===== src/design/mbps_pkg.sv =====
// Package with shared constants, command codes and the cell control type.
package mbps_pkg;

   localparam int MAX_PATTERN = 32;
   localparam int LEN_W       = 6;
   localparam int IDX_W       = 5;
   localparam int BYTE_W      = 8;
   localparam int OFFSET_W    = 32;
   // active length runs 1..MAX_PATTERN
   localparam int ACT_W       = $clog2(MAX_PATTERN + 1);

   typedef enum logic [0:0] {
      CMD_LOAD = 1'b0,
      CMD_SCAN = 1'b1
   } cmd_type;

   typedef struct packed {
      logic              load;
      logic              scan;
      logic              clear;
      logic [BYTE_W-1:0] data_byte;
      logic              care;
   } cell_ctl_type;

endpackage


===== src/design/mbps_cell.sv =====
// One pattern position: stored byte, care flag and partial-match bit.
module mbps_cell (
   input  logic                  clock,
   input  logic                  reset,
   input  mbps_pkg::cell_ctl_type ctl,
   input  logic                  prev_hit,
   output logic                  hit,
   output logic                  cand
);

   logic [mbps_pkg::BYTE_W-1:0] pat_ff;
   logic [mbps_pkg::BYTE_W-1:0] pat_in;
   logic                        care_ff;
   logic                        care_in;
   logic                        hit_ff;
   logic                        hit_in;

   // a wildcard position matches any byte
   assign cand = prev_hit && (!care_ff || (pat_ff == ctl.data_byte));
   assign hit  = hit_ff;

   always_comb begin
      pat_in  = pat_ff;
      care_in = care_ff;
      if (ctl.load) begin
         pat_in  = ctl.data_byte;
         care_in = ctl.care;
      end
   end

   always_comb begin
      hit_in = hit_ff;
      if (ctl.clear) begin
         hit_in = 1'b0;
      end else if (ctl.scan) begin
         hit_in = cand;
      end
   end

   always_ff @(posedge clock) begin
      pat_ff <= pat_in;
   end

   always_ff @(posedge clock) begin
      if (reset) begin
         care_ff <= 1'b0;
         hit_ff  <= 1'b0;
      end else begin
         care_ff <= care_in;
         hit_ff  <= hit_in;
      end
   end

endmodule


===== src/design/masked_byte_pattern_search.sv =====
// Top level: masked byte pattern search over a row of compare cells.
//
//   channel  direction  handshake            payload
//   req      in         req_valid/req_stall  command, entry_index, data_byte, care, last
//   rsp      out        rsp_valid/rsp_stall  found, match_offset
//   csr      in         csr_valid/csr_ready  pattern_length
//
// One beat per cycle on req while req_stall is low; every pattern position compares
// in its own cell in the cycle the region byte is accepted, and the result lands in
// the output register on the next edge. A match or end-of-region result shows in the
// cycle after the beat that caused it. Reset clears care flags, partial-match bits,
// position and the output valid; pattern bytes stay undefined until loaded.
// req stalls only while a result sits in the output register and rsp stalls.
module masked_byte_pattern_search (
   input  logic                           clock,
   input  logic                           reset,
   input  logic                           req_valid,
   output logic                           req_stall,
   input  logic                           req_command,
   input  logic [mbps_pkg::IDX_W-1:0]     req_entry_index,
   input  logic [mbps_pkg::BYTE_W-1:0]    req_data_byte,
   input  logic                           req_care,
   input  logic                           req_last,
   output logic                           rsp_valid,
   input  logic                           rsp_stall,
   output logic                           rsp_found,
   output logic [mbps_pkg::OFFSET_W-1:0]  rsp_match_offset,
   input  logic                           csr_valid,
   output logic                           csr_ready,
   input  logic [mbps_pkg::LEN_W-1:0]     csr_pattern_length
);

   localparam int NP = mbps_pkg::MAX_PATTERN;

   logic [mbps_pkg::LEN_W-1:0]    len_ff;
   logic [mbps_pkg::LEN_W-1:0]    len_in;
   logic [mbps_pkg::ACT_W-1:0]    act_len;
   logic [mbps_pkg::OFFSET_W-1:0] pos_ff;
   logic [mbps_pkg::OFFSET_W-1:0] pos_in;
   logic                          reported_ff;
   logic                          reported_in;
   logic                          rsp_valid_ff;
   logic                          rsp_valid_in;
   logic                          rsp_found_ff;
   logic                          rsp_found_in;
   logic [mbps_pkg::OFFSET_W-1:0] rsp_offset_ff;
   logic [mbps_pkg::OFFSET_W-1:0] rsp_offset_in;

   logic                          req_accept;
   logic                          load_beat;
   logic                          scan_beat;
   logic                          scan_live;
   logic                          tail_hit;
   logic                          emit_match;
   logic                          emit_miss;
   logic [NP-1:0]                 hit;
   logic [NP-1:0]                 cand;
   logic [NP-1:0]                 prev_hit;
   logic [NP-1:0]                 tail_oh;
   mbps_pkg::cell_ctl_type        cell_ctl [NP];

   assign req_stall  = rsp_valid_ff && rsp_stall;
   assign req_accept = req_valid && !req_stall;
   assign load_beat  = req_accept && (req_command == mbps_pkg::CMD_LOAD);
   assign scan_beat  = req_accept && (req_command == mbps_pkg::CMD_SCAN);
   assign scan_live  = scan_beat && !reported_ff;
   assign csr_ready  = 1'b1;

   // clamp the length register to 1..MAX_PATTERN
   always_comb begin
      if (len_ff == '0) begin
         act_len = mbps_pkg::ACT_W'(1);
      end else if (int'(len_ff) > NP) begin
         act_len = mbps_pkg::ACT_W'(NP);
      end else begin
         act_len = mbps_pkg::ACT_W'(len_ff);
      end
   end

   assign prev_hit[0] = 1'b1;

   for (genvar k = 0; k < NP; k++) begin : g_cell
      if (k > 0) begin : g_link
         assign prev_hit[k] = hit[k-1];
      end
      assign tail_oh[k]             = (mbps_pkg::ACT_W'(k + 1) == act_len);
      assign cell_ctl[k].load       = load_beat && (32'(req_entry_index) == 32'(k));
      // positions at or past the active length hold their bit
      assign cell_ctl[k].scan       = scan_live && (mbps_pkg::ACT_W'(k) < act_len);
      assign cell_ctl[k].clear      = scan_beat && req_last;
      assign cell_ctl[k].data_byte  = req_data_byte;
      assign cell_ctl[k].care       = req_care;

      mbps_cell u_cell (
         .clock    (clock),
         .reset    (reset),
         .ctl      (cell_ctl[k]),
         .prev_hit (prev_hit[k]),
         .hit      (hit[k]),
         .cand     (cand[k])
      );
   end

   assign tail_hit   = |(cand & tail_oh);
   assign emit_match = scan_live && tail_hit;
   assign emit_miss  = scan_live && !tail_hit && req_last;

   always_comb begin
      len_in = len_ff;
      if (csr_valid && csr_ready) begin
         len_in = csr_pattern_length;
      end
   end

   always_comb begin
      pos_in      = pos_ff;
      reported_in = reported_ff;
      if (scan_beat) begin
         if (req_last) begin
            pos_in      = '0;
            reported_in = 1'b0;
         end else begin
            pos_in = pos_ff + mbps_pkg::OFFSET_W'(1);
            if (emit_match) begin
               reported_in = 1'b1;
            end
         end
      end
   end

   always_comb begin
      rsp_valid_in  = rsp_valid_ff;
      rsp_found_in  = rsp_found_ff;
      rsp_offset_in = rsp_offset_ff;
      if (emit_match || emit_miss) begin
         rsp_valid_in  = 1'b1;
         rsp_found_in  = emit_match;
         rsp_offset_in = emit_match ?
            pos_ff - (mbps_pkg::OFFSET_W'(act_len) - mbps_pkg::OFFSET_W'(1)) : '0;
      end else if (!rsp_stall) begin
         // drop the beat once taken
         rsp_valid_in = 1'b0;
      end
   end

   always_ff @(posedge clock) begin
      if (reset) begin
         len_ff       <= mbps_pkg::LEN_W'(1);
         pos_ff       <= '0;
         reported_ff  <= 1'b0;
         rsp_valid_ff <= 1'b0;
      end else begin
         len_ff       <= len_in;
         pos_ff       <= pos_in;
         reported_ff  <= reported_in;
         rsp_valid_ff <= rsp_valid_in;
      end
   end

   always_ff @(posedge clock) begin
      rsp_found_ff  <= rsp_found_in;
      rsp_offset_ff <= rsp_offset_in;
   end

   assign rsp_valid        = rsp_valid_ff;
   assign rsp_found        = rsp_found_ff;
   assign rsp_match_offset = rsp_offset_ff;

   a_miss_zero_offset: assert property (@(posedge clock) disable iff (reset)
      rsp_valid_ff && !rsp_found_ff |-> rsp_offset_ff == '0)
      else $error("not-found result carries a nonzero offset");

   a_region_end_clears: assert property (@(posedge clock) disable iff (reset)
      scan_beat && req_last |=> pos_ff == '0 && !reported_ff)
      else $error("scan state not cleared after last byte");

   a_match_sticks: assert property (@(posedge clock) disable iff (reset)
      emit_match && !req_last |=> reported_ff && rsp_valid_ff && rsp_found_ff)
      else $error("match not recorded");

   a_load_keeps_scan: assert property (@(posedge clock) disable iff (reset)
      load_beat |=> pos_ff == $past(pos_ff) && reported_ff == $past(reported_ff))
      else $error("pattern load disturbed the scan state");

endmodule

===== config.mk =====
export PLATFORM = sky130hd
export DESIGN_NAME = masked_byte_pattern_search
export DESIGN_NICKNAME = d
export VERILOG_FILES = /design/src/design/mbps_pkg.sv /design/src/design/mbps_cell.sv /design/src/design/masked_byte_pattern_search.sv
export SDC_FILE = /design/constraint.sdc
export NUM_CORES = 1
export LEC_CHECK = 0
export ABC_AREA = 1
export BUFFER_PORTS_ARGS = -buffer_cell sky130_fd_sc_hd__buf_2
export CAP_MARGIN = 20
export CORE_AREA = 4 4 192 194
export DETAILED_ROUTE_END_ITERATION = 12
export DIE_AREA = 0 0 196 198
export GPL_ROUTABILITY_DRIVEN = 0
export GPL_TIMING_DRIVEN = 0
export PLACE_DENSITY = 0.79
export SYNTH_ARGS = -nofsm -noshare
export SYNTH_HDL_FRONTEND = slang
export SYNTH_SLANG_ARGS = --single-unit

===== constraint.sdc =====
create_clock -name clock -period 5.15 [get_ports clock]
set_input_delay 0.515 -clock clock [delete_from_list [all_inputs] [get_ports clock]]
set_output_delay 0.515 -clock clock [all_outputs]
set_load 0.05 [all_outputs]

* Yosys cells after proc, flatten, opt, wreduce, memory -nomap -nowiden
Cells that the tools add are included.
** Cells by class
- Add/sub/neg operators :: 3
- Magnitude comparators :: 32
- Equality and inequality tests :: 96
- Mux-type cells :: 7
- Bitwise logic cells :: 2
- Reduce and logical (&&, ||, !) cells :: 177
** Operators with widths (count)
- 8-bit equality test :: 32
- 1-bit logical AND :: 103
- 5-bit by 6-bit equality test with 1-bit output, first input constant :: 16
- 5-bit by 6-bit < comparator with 1-bit output, first input constant :: 15
- 5-bit equality test, second input constant :: 16
- 4-bit by 6-bit equality test with 1-bit output, first input constant :: 8
- 4-bit by 6-bit < comparator with 1-bit output, first input constant :: 8
- 5-bit by 4-bit equality test with 1-bit output, second input constant :: 8
- 1-bit logical NOT :: 35
- 1-bit logical OR :: 33
- 32-bit by 1-bit adder with 32-bit output, second input constant :: 1
- 32-bit AND :: 1
- 32-bit 2-to-1 mux :: 1
- 32-bit OR reduction :: 1
- 32-bit subtractor :: 1
- 3-bit by 6-bit equality test with 1-bit output, first input constant :: 4
- 3-bit by 6-bit < comparator with 1-bit output, first input constant :: 4
- 5-bit by 3-bit equality test with 1-bit output, second input constant :: 4
- 2-bit by 6-bit equality test with 1-bit output, first input constant :: 2
- 1-bit by 6-bit < comparator with 1-bit output, first input constant :: 2
- 2-bit by 6-bit < comparator with 1-bit output, first input constant :: 2
- 6-bit 2-to-1 mux :: 2
- 5-bit by 2-bit equality test with 1-bit output, second input constant :: 2
- 6-bit by 1-bit subtractor with 7-bit output, second input constant :: 1
- other kinds (12) :: 15
** Storage, ports and cells
- Flip-flop bits (word level) :: 392
- Bits of input ports :: 27
- Output and inout port bits :: 36
- Word-level logic and storage cells :: 418

* Longest topological paths before layout
- Word-level depth :: 11
- Mapped depth :: 22
- Gate-level depth less buffers :: 21

* By module
A second synthesis with hierarchy kept.
** Unflattened totals
- Cells, all modules :: 2411
- Area total of the unflattened synthesis :: 20589.7 um^2
** By module, submodules not included
- mbps_cell :: instances 32, cells each 45, area an instance 451.7 um^2, sequential area each 280.3 um^2
- masked_byte_pattern_search :: instances 1, cells each 971, area an instance 6135.9 um^2, sequential area each 1791.7 um^2

* Worst setup path before layout
No wires, ideal clock.
- Path type :: register to register
- Start point :: reg len_ff[0] in the netlist's numbering
- End point :: reg rsp_offset_ff, in the netlist rsp_match_offset[19], data pin
- Library setup time :: 252 ps
- Arrival :: 3363 ps
- Data required time :: 4898 ps
- Slack :: 1535 ps
- Cell stages (with the launch flop) :: 19
- Path buffers :: 0
- Clock period less this slack :: 3615 ps
- Path through :: dfxtp_1 > nor2_1 > nand3_2 > nand2_4 > a21oi_4 > ha_1 > nand2_1 > ha_1 > nand2_1 > o21ai_0 > a21oi_1 > o21ai_0 > nand2_1 > nand2_1 > inv_1 > o21ai_0 > xor2_1 > inv_1 > nor2_1
** On the way
- Word-level cells in the longest chain between the ends :: 7
- Elaborated cells between the ends (all ways) :: 41
- Classes of those cells :: add/sub: 2; order compare: 1; eq/ne: 32; mux: 2; bitwise: 1; reduce/logical: 3
** RTL lines
- start, declared :: RTL line masked_byte_pattern_search.sv:35 : logic [mbps_pkg::LEN_W-1:0] len_ff;
- start signal, assigned :: RTL line masked_byte_pattern_search.sv:148 : len_ff <= mbps_pkg::LEN_W'(1);
- start signal, assigned :: RTL line masked_byte_pattern_search.sv:153 : len_ff <= len_in;
- 6-bit > comparator :: RTL line masked_byte_pattern_search.sv:73 : end else if (int'(len_ff) > NP) begin
- 6-bit 2-to-1 mux :: RTL line masked_byte_pattern_search.sv:73
- 6-bit 2-to-1 mux (*) :: RTL line masked_byte_pattern_search.sv:71 : if (len_ff == '0) begin
- parallel branches: the longest is 4 deep, another holds 32-bit subtractor
- end signal, assigned :: RTL line masked_byte_pattern_search.sv:162 : rsp_offset_ff <= rsp_offset_in;
- end, declared :: RTL line masked_byte_pattern_search.sv:46 : logic [mbps_pkg::OFFSET_W-1:0] rsp_offset_ff;
Every way passes the cells marked *.
A chain may end at the register's enable or synchronous reset.

* Worst setup path in the final report
Same ends and word-level chain as after synthesis.

==> impl_metrics.env <==
export IMPL_rr_endpoint="rsp_match_offset[19]$_SDFFCE_PN0P_"
export IMPL_cts_resized=0
export IMPL_path_common_cell="nand2_1"
export IMPL_dieWidth_um=196
export IMPL_drc=0
export IMPL_drtIter0Drc=1375
export IMPL_worst_path_buf_inv=2
export IMPL_holdCritPathClass="primary input to flop"
export IMPL_setup_slack_ns=0.441
export IMPL_layout_drive_gt1_share_pct=8.67
export IMPL_cts_tree="built"
export IMPL_ys_seq_area_share_pct=54.3
export IMPL_arrival_ns=5.04
export IMPL_crit_path_start_kind="flop"
export IMPL_postCtsHoldBufs=0
export IMPL_ant_nets=0
export IMPL_clk_latency_ns=0.57
export IMPL_via_per_inst=5.61
export IMPL_post_route_period_util_pct=91.4
export IMPL_ys_warn_count=0
export IMPL_dieArea_mm2=0.0388
export IMPL_coreArea_mm2=0.0352
export IMPL_antenna_found_initial=0
export IMPL_num_antenna_cells=0
export IMPL_holdPathStages=2
export IMPL_wl_um=51800
export IMPL_dpl_cell_area_mm2=0.0207
export IMPL_rsz0062_at_grt="no"
export IMPL_slew_headroom_pct=30.9
export IMPL_hold_violations=0
export IMPL_critPathCapture="rsp_match_offset[19]$_SDFFCE_PN0P_"
export IMPL_die_height_um=198
export IMPL_clock_sinks=392
export IMPL_worstSetupPathType="flop to flop"
export IMPL_ir_worst_vdd_mv=0.352
export IMPL_root_buffer="clkbuf_16"
export IMPL_ys_ff_latch=392
export IMPL_syn_avg_cell_area_um2=9.22
export IMPL_final_cell_area_mm2=0.0220
export IMPL_grt_pass1_vias=15000
export IMPL_worstPathMaxFanout=27
export IMPL_final_common_cell="nand2_1"
export IMPL_crit_chain="nor2_1 > nand3_2 > nand2_4 > a21oi_4 > ha_1 > nand2_1 > ha_1 > nand2_1 > o21ai_0 > a21oi_1 > o21ai_0 > nand2_1 > nand2_1 > inv_1 > o21ai_0 > xor2_1 > inv_1 > nor2_1"
export IMPL_r2r_slack_ns=0.44
export IMPL_p_total_mw=7.13
export IMPL_crit_required_ns=5.48
export IMPL_grt_first_pass_wirelength_um=79300
export IMPL_io_pins=63
export IMPL_grt_usage_pct=26.3
export IMPL_numPortBuffers=61
export IMPL_mostFrequentLayoutCells="nand2_1, nor2_1, edfxtp_1, xnor2_1, inv_1"
export IMPL_cts_made_buffers=41
export IMPL_netlist_area_mm2=0.0198
export IMPL_grt_start_max_net_pins=34
export IMPL_first_pass_iters=6
export IMPL_h_tree_depth=2
export IMPL_initial_core_util_pct=56.2
export IMPL_timing_rr_start="len_ff[0]$_SDFFE_PP1P_"
export IMPL_wl_per_cell_um=18.9
export IMPL_setup_viol=0
export IMPL_cts_setup_buffers=0
export IMPL_fmax_mhz=212
export IMPL_pre_cts_ws_ns=0.476
export IMPL_drv_slew=0
export IMPL_cts_buffer_depth=3
export IMPL_status="finished, final reports clean"
export IMPL_path_clk_slew_ns=0.06
export IMPL_nFillCells=2807
export IMPL_via_count=15400
export IMPL_fin_setup_tns_ns=0
export IMPL_final_nets=2316
export IMPL_dp_hpwl_um=35100
export IMPL_timing_final_crit_period_ns=4.71
export IMPL_timing_critical_path_max_delay_family="compound AO/OA/AOI/OAI gates"
export IMPL_worstRegToRegCells=18
export IMPL_endpoint_kind="flop"
export IMPL_clock_skew_ns=0.0324
export IMPL_syn_to_final_growth_pct=11.2
export IMPL_leakagePower_nw=8.58
export IMPL_grt_overflow_total=0
export IMPL_slowest_stage="nand2_1"
export IMPL_path_depth=18
export IMPL_ys_types=49
export IMPL_fp_row_count=69
export IMPL_power_density_mw_per_mm2=324
export IMPL_slowest_delay_ns=0.68
export IMPL_cap_violations=0
export IMPL_synth_cells=2145
export IMPL_worst_slew_pin_slew_ns=1.03
export IMPL_cp_startpoint="len_ff[0]$_SDFFE_PP1P_"
## cell usage after synthesis, drive strengths merged
master,number,share of area [%]
nand2,496,9.6
nor2,293,5.7
edfxtp,289,44
xnor2,216,9.6
inv,213,4.0
a21oi,109,3.0
dfxtp,103,10
o21ai,92,2.3
nand3,65,1.7
nor3,62,1.6
buf,41,1.5
ha,37,2.3
nand4,24,0.76
clkbuf,19,0.36
xor2,14,0.62
a21o,9,0.34
nor4,7,0.22
o21bai,7,0.27
or2,7,0.22
nand3b,6,0.23
o21a,6,0.23
a311oi,5,0.22
a31oi,5,0.16
a211oi,3,0.11
a21boi,3,0.11
a221oi,3,0.13
clkinv,2,0.038
a2111oi,1,0.044
and3,1,0.032
conb,1,0.019
fa,1,0.10
nor3b,1,0.038
o2111ai,1,0.044
o211ai,1,0.038
o221ai,1,0.044
o31ai,1,0.038
## per-layer routing
metal / routed length, µm / part of all wire [%] / vias to the layer above / track usage [%]
met4: 3190 / 6.1 / 0 / 15.3
met3: 4880 / 9.4 / 157 / 4.00
met2: 24000 / 46 / 835 / 43.5
met1: 19800 / 38 / 7148 / 33.0
met5: 0 / 0 / - / 0
li1: - / - / 7263 / -
## through the flow
| step | instances | util (%) | hold WS (ns) |
|---|---|---|---|
| finish | 2744 | 62.4 | 0.147 |
| global placement | 2668 | 58.7 | 0.461 |
| CTS | 2744 | 62.4 | 0.131 |
| detailed placement | 2669 | 58.8 | 0.472 |
| floorplan | 2146 | - | 0.447 |
| global route | 2744 | 62.4 | 0.131 |
## where the power goes
group,internal [mW],switching (mW)
logic,0.231,0.562
registers,3.43,0.0211
clock network,1.65,1.23
total,5.31,1.81
## state kept, by name, summed over array words and instances, names as in the netlist, 6 cells and up
name,count
g_cell.u_cell.care_ff,32
g_cell.u_cell.hit,31
g_cell.u_cell.pat_ff,256
len_ff,6
pos_ff,32
rsp_match_offset,32
## kinds of logic after synthesis
logic type      after synthesis  synth area share [%]
flops                       392                  54.3
compound gates              247                  7.17
other cells                   1                0.0190
xor+xnor                    230                  10.2
fa+ha+maj                    38                  2.44
buf+inv                     275                  5.91
simple gates                962                  20.0
## how the worst min path moves through the flow
stage | start | end | slack (ns)
floorplan | g_cell[3].u_cell.hit$_SDFFE_PP0P_ | g_cell[4].u_cell.hit$_SDFFE_PP0P_ | 0.45
global placement | g_cell[29].u_cell.hit$_SDFFE_PP0P_ | g_cell[30].u_cell.hit$_SDFFE_PP0P_ | 0.46
detailed placement | g_cell[3].u_cell.hit$_SDFFE_PP0P_ | g_cell[4].u_cell.hit$_SDFFE_PP0P_ | 0.47
CTS | reset | pos_ff[1]$_SDFFE_PP0P_ | 0.13
global route | reset | pos_ff[1]$_SDFFE_PP0P_ | 0.13
finish | reset | pos_ff[1]$_SDFFE_PP0P_ | 0.15
## cell type report
type | instances | area [µm²] | area share [%]
buffer | 60 | 362 | 1.64
clock buffer | 58 | 1180 | 5.38
multi-input combinational | 1479 | 7880 | 35.8
sequential | 392 | 10700 | 48.8
timing repair buffer | 62 | 333 | 1.51
clock inverter | 17 | 118 | 0.535
inverter | 215 | 807 | 3.67
tap | 461 | 577 | 2.62
(Power assumes the default switching activity.)
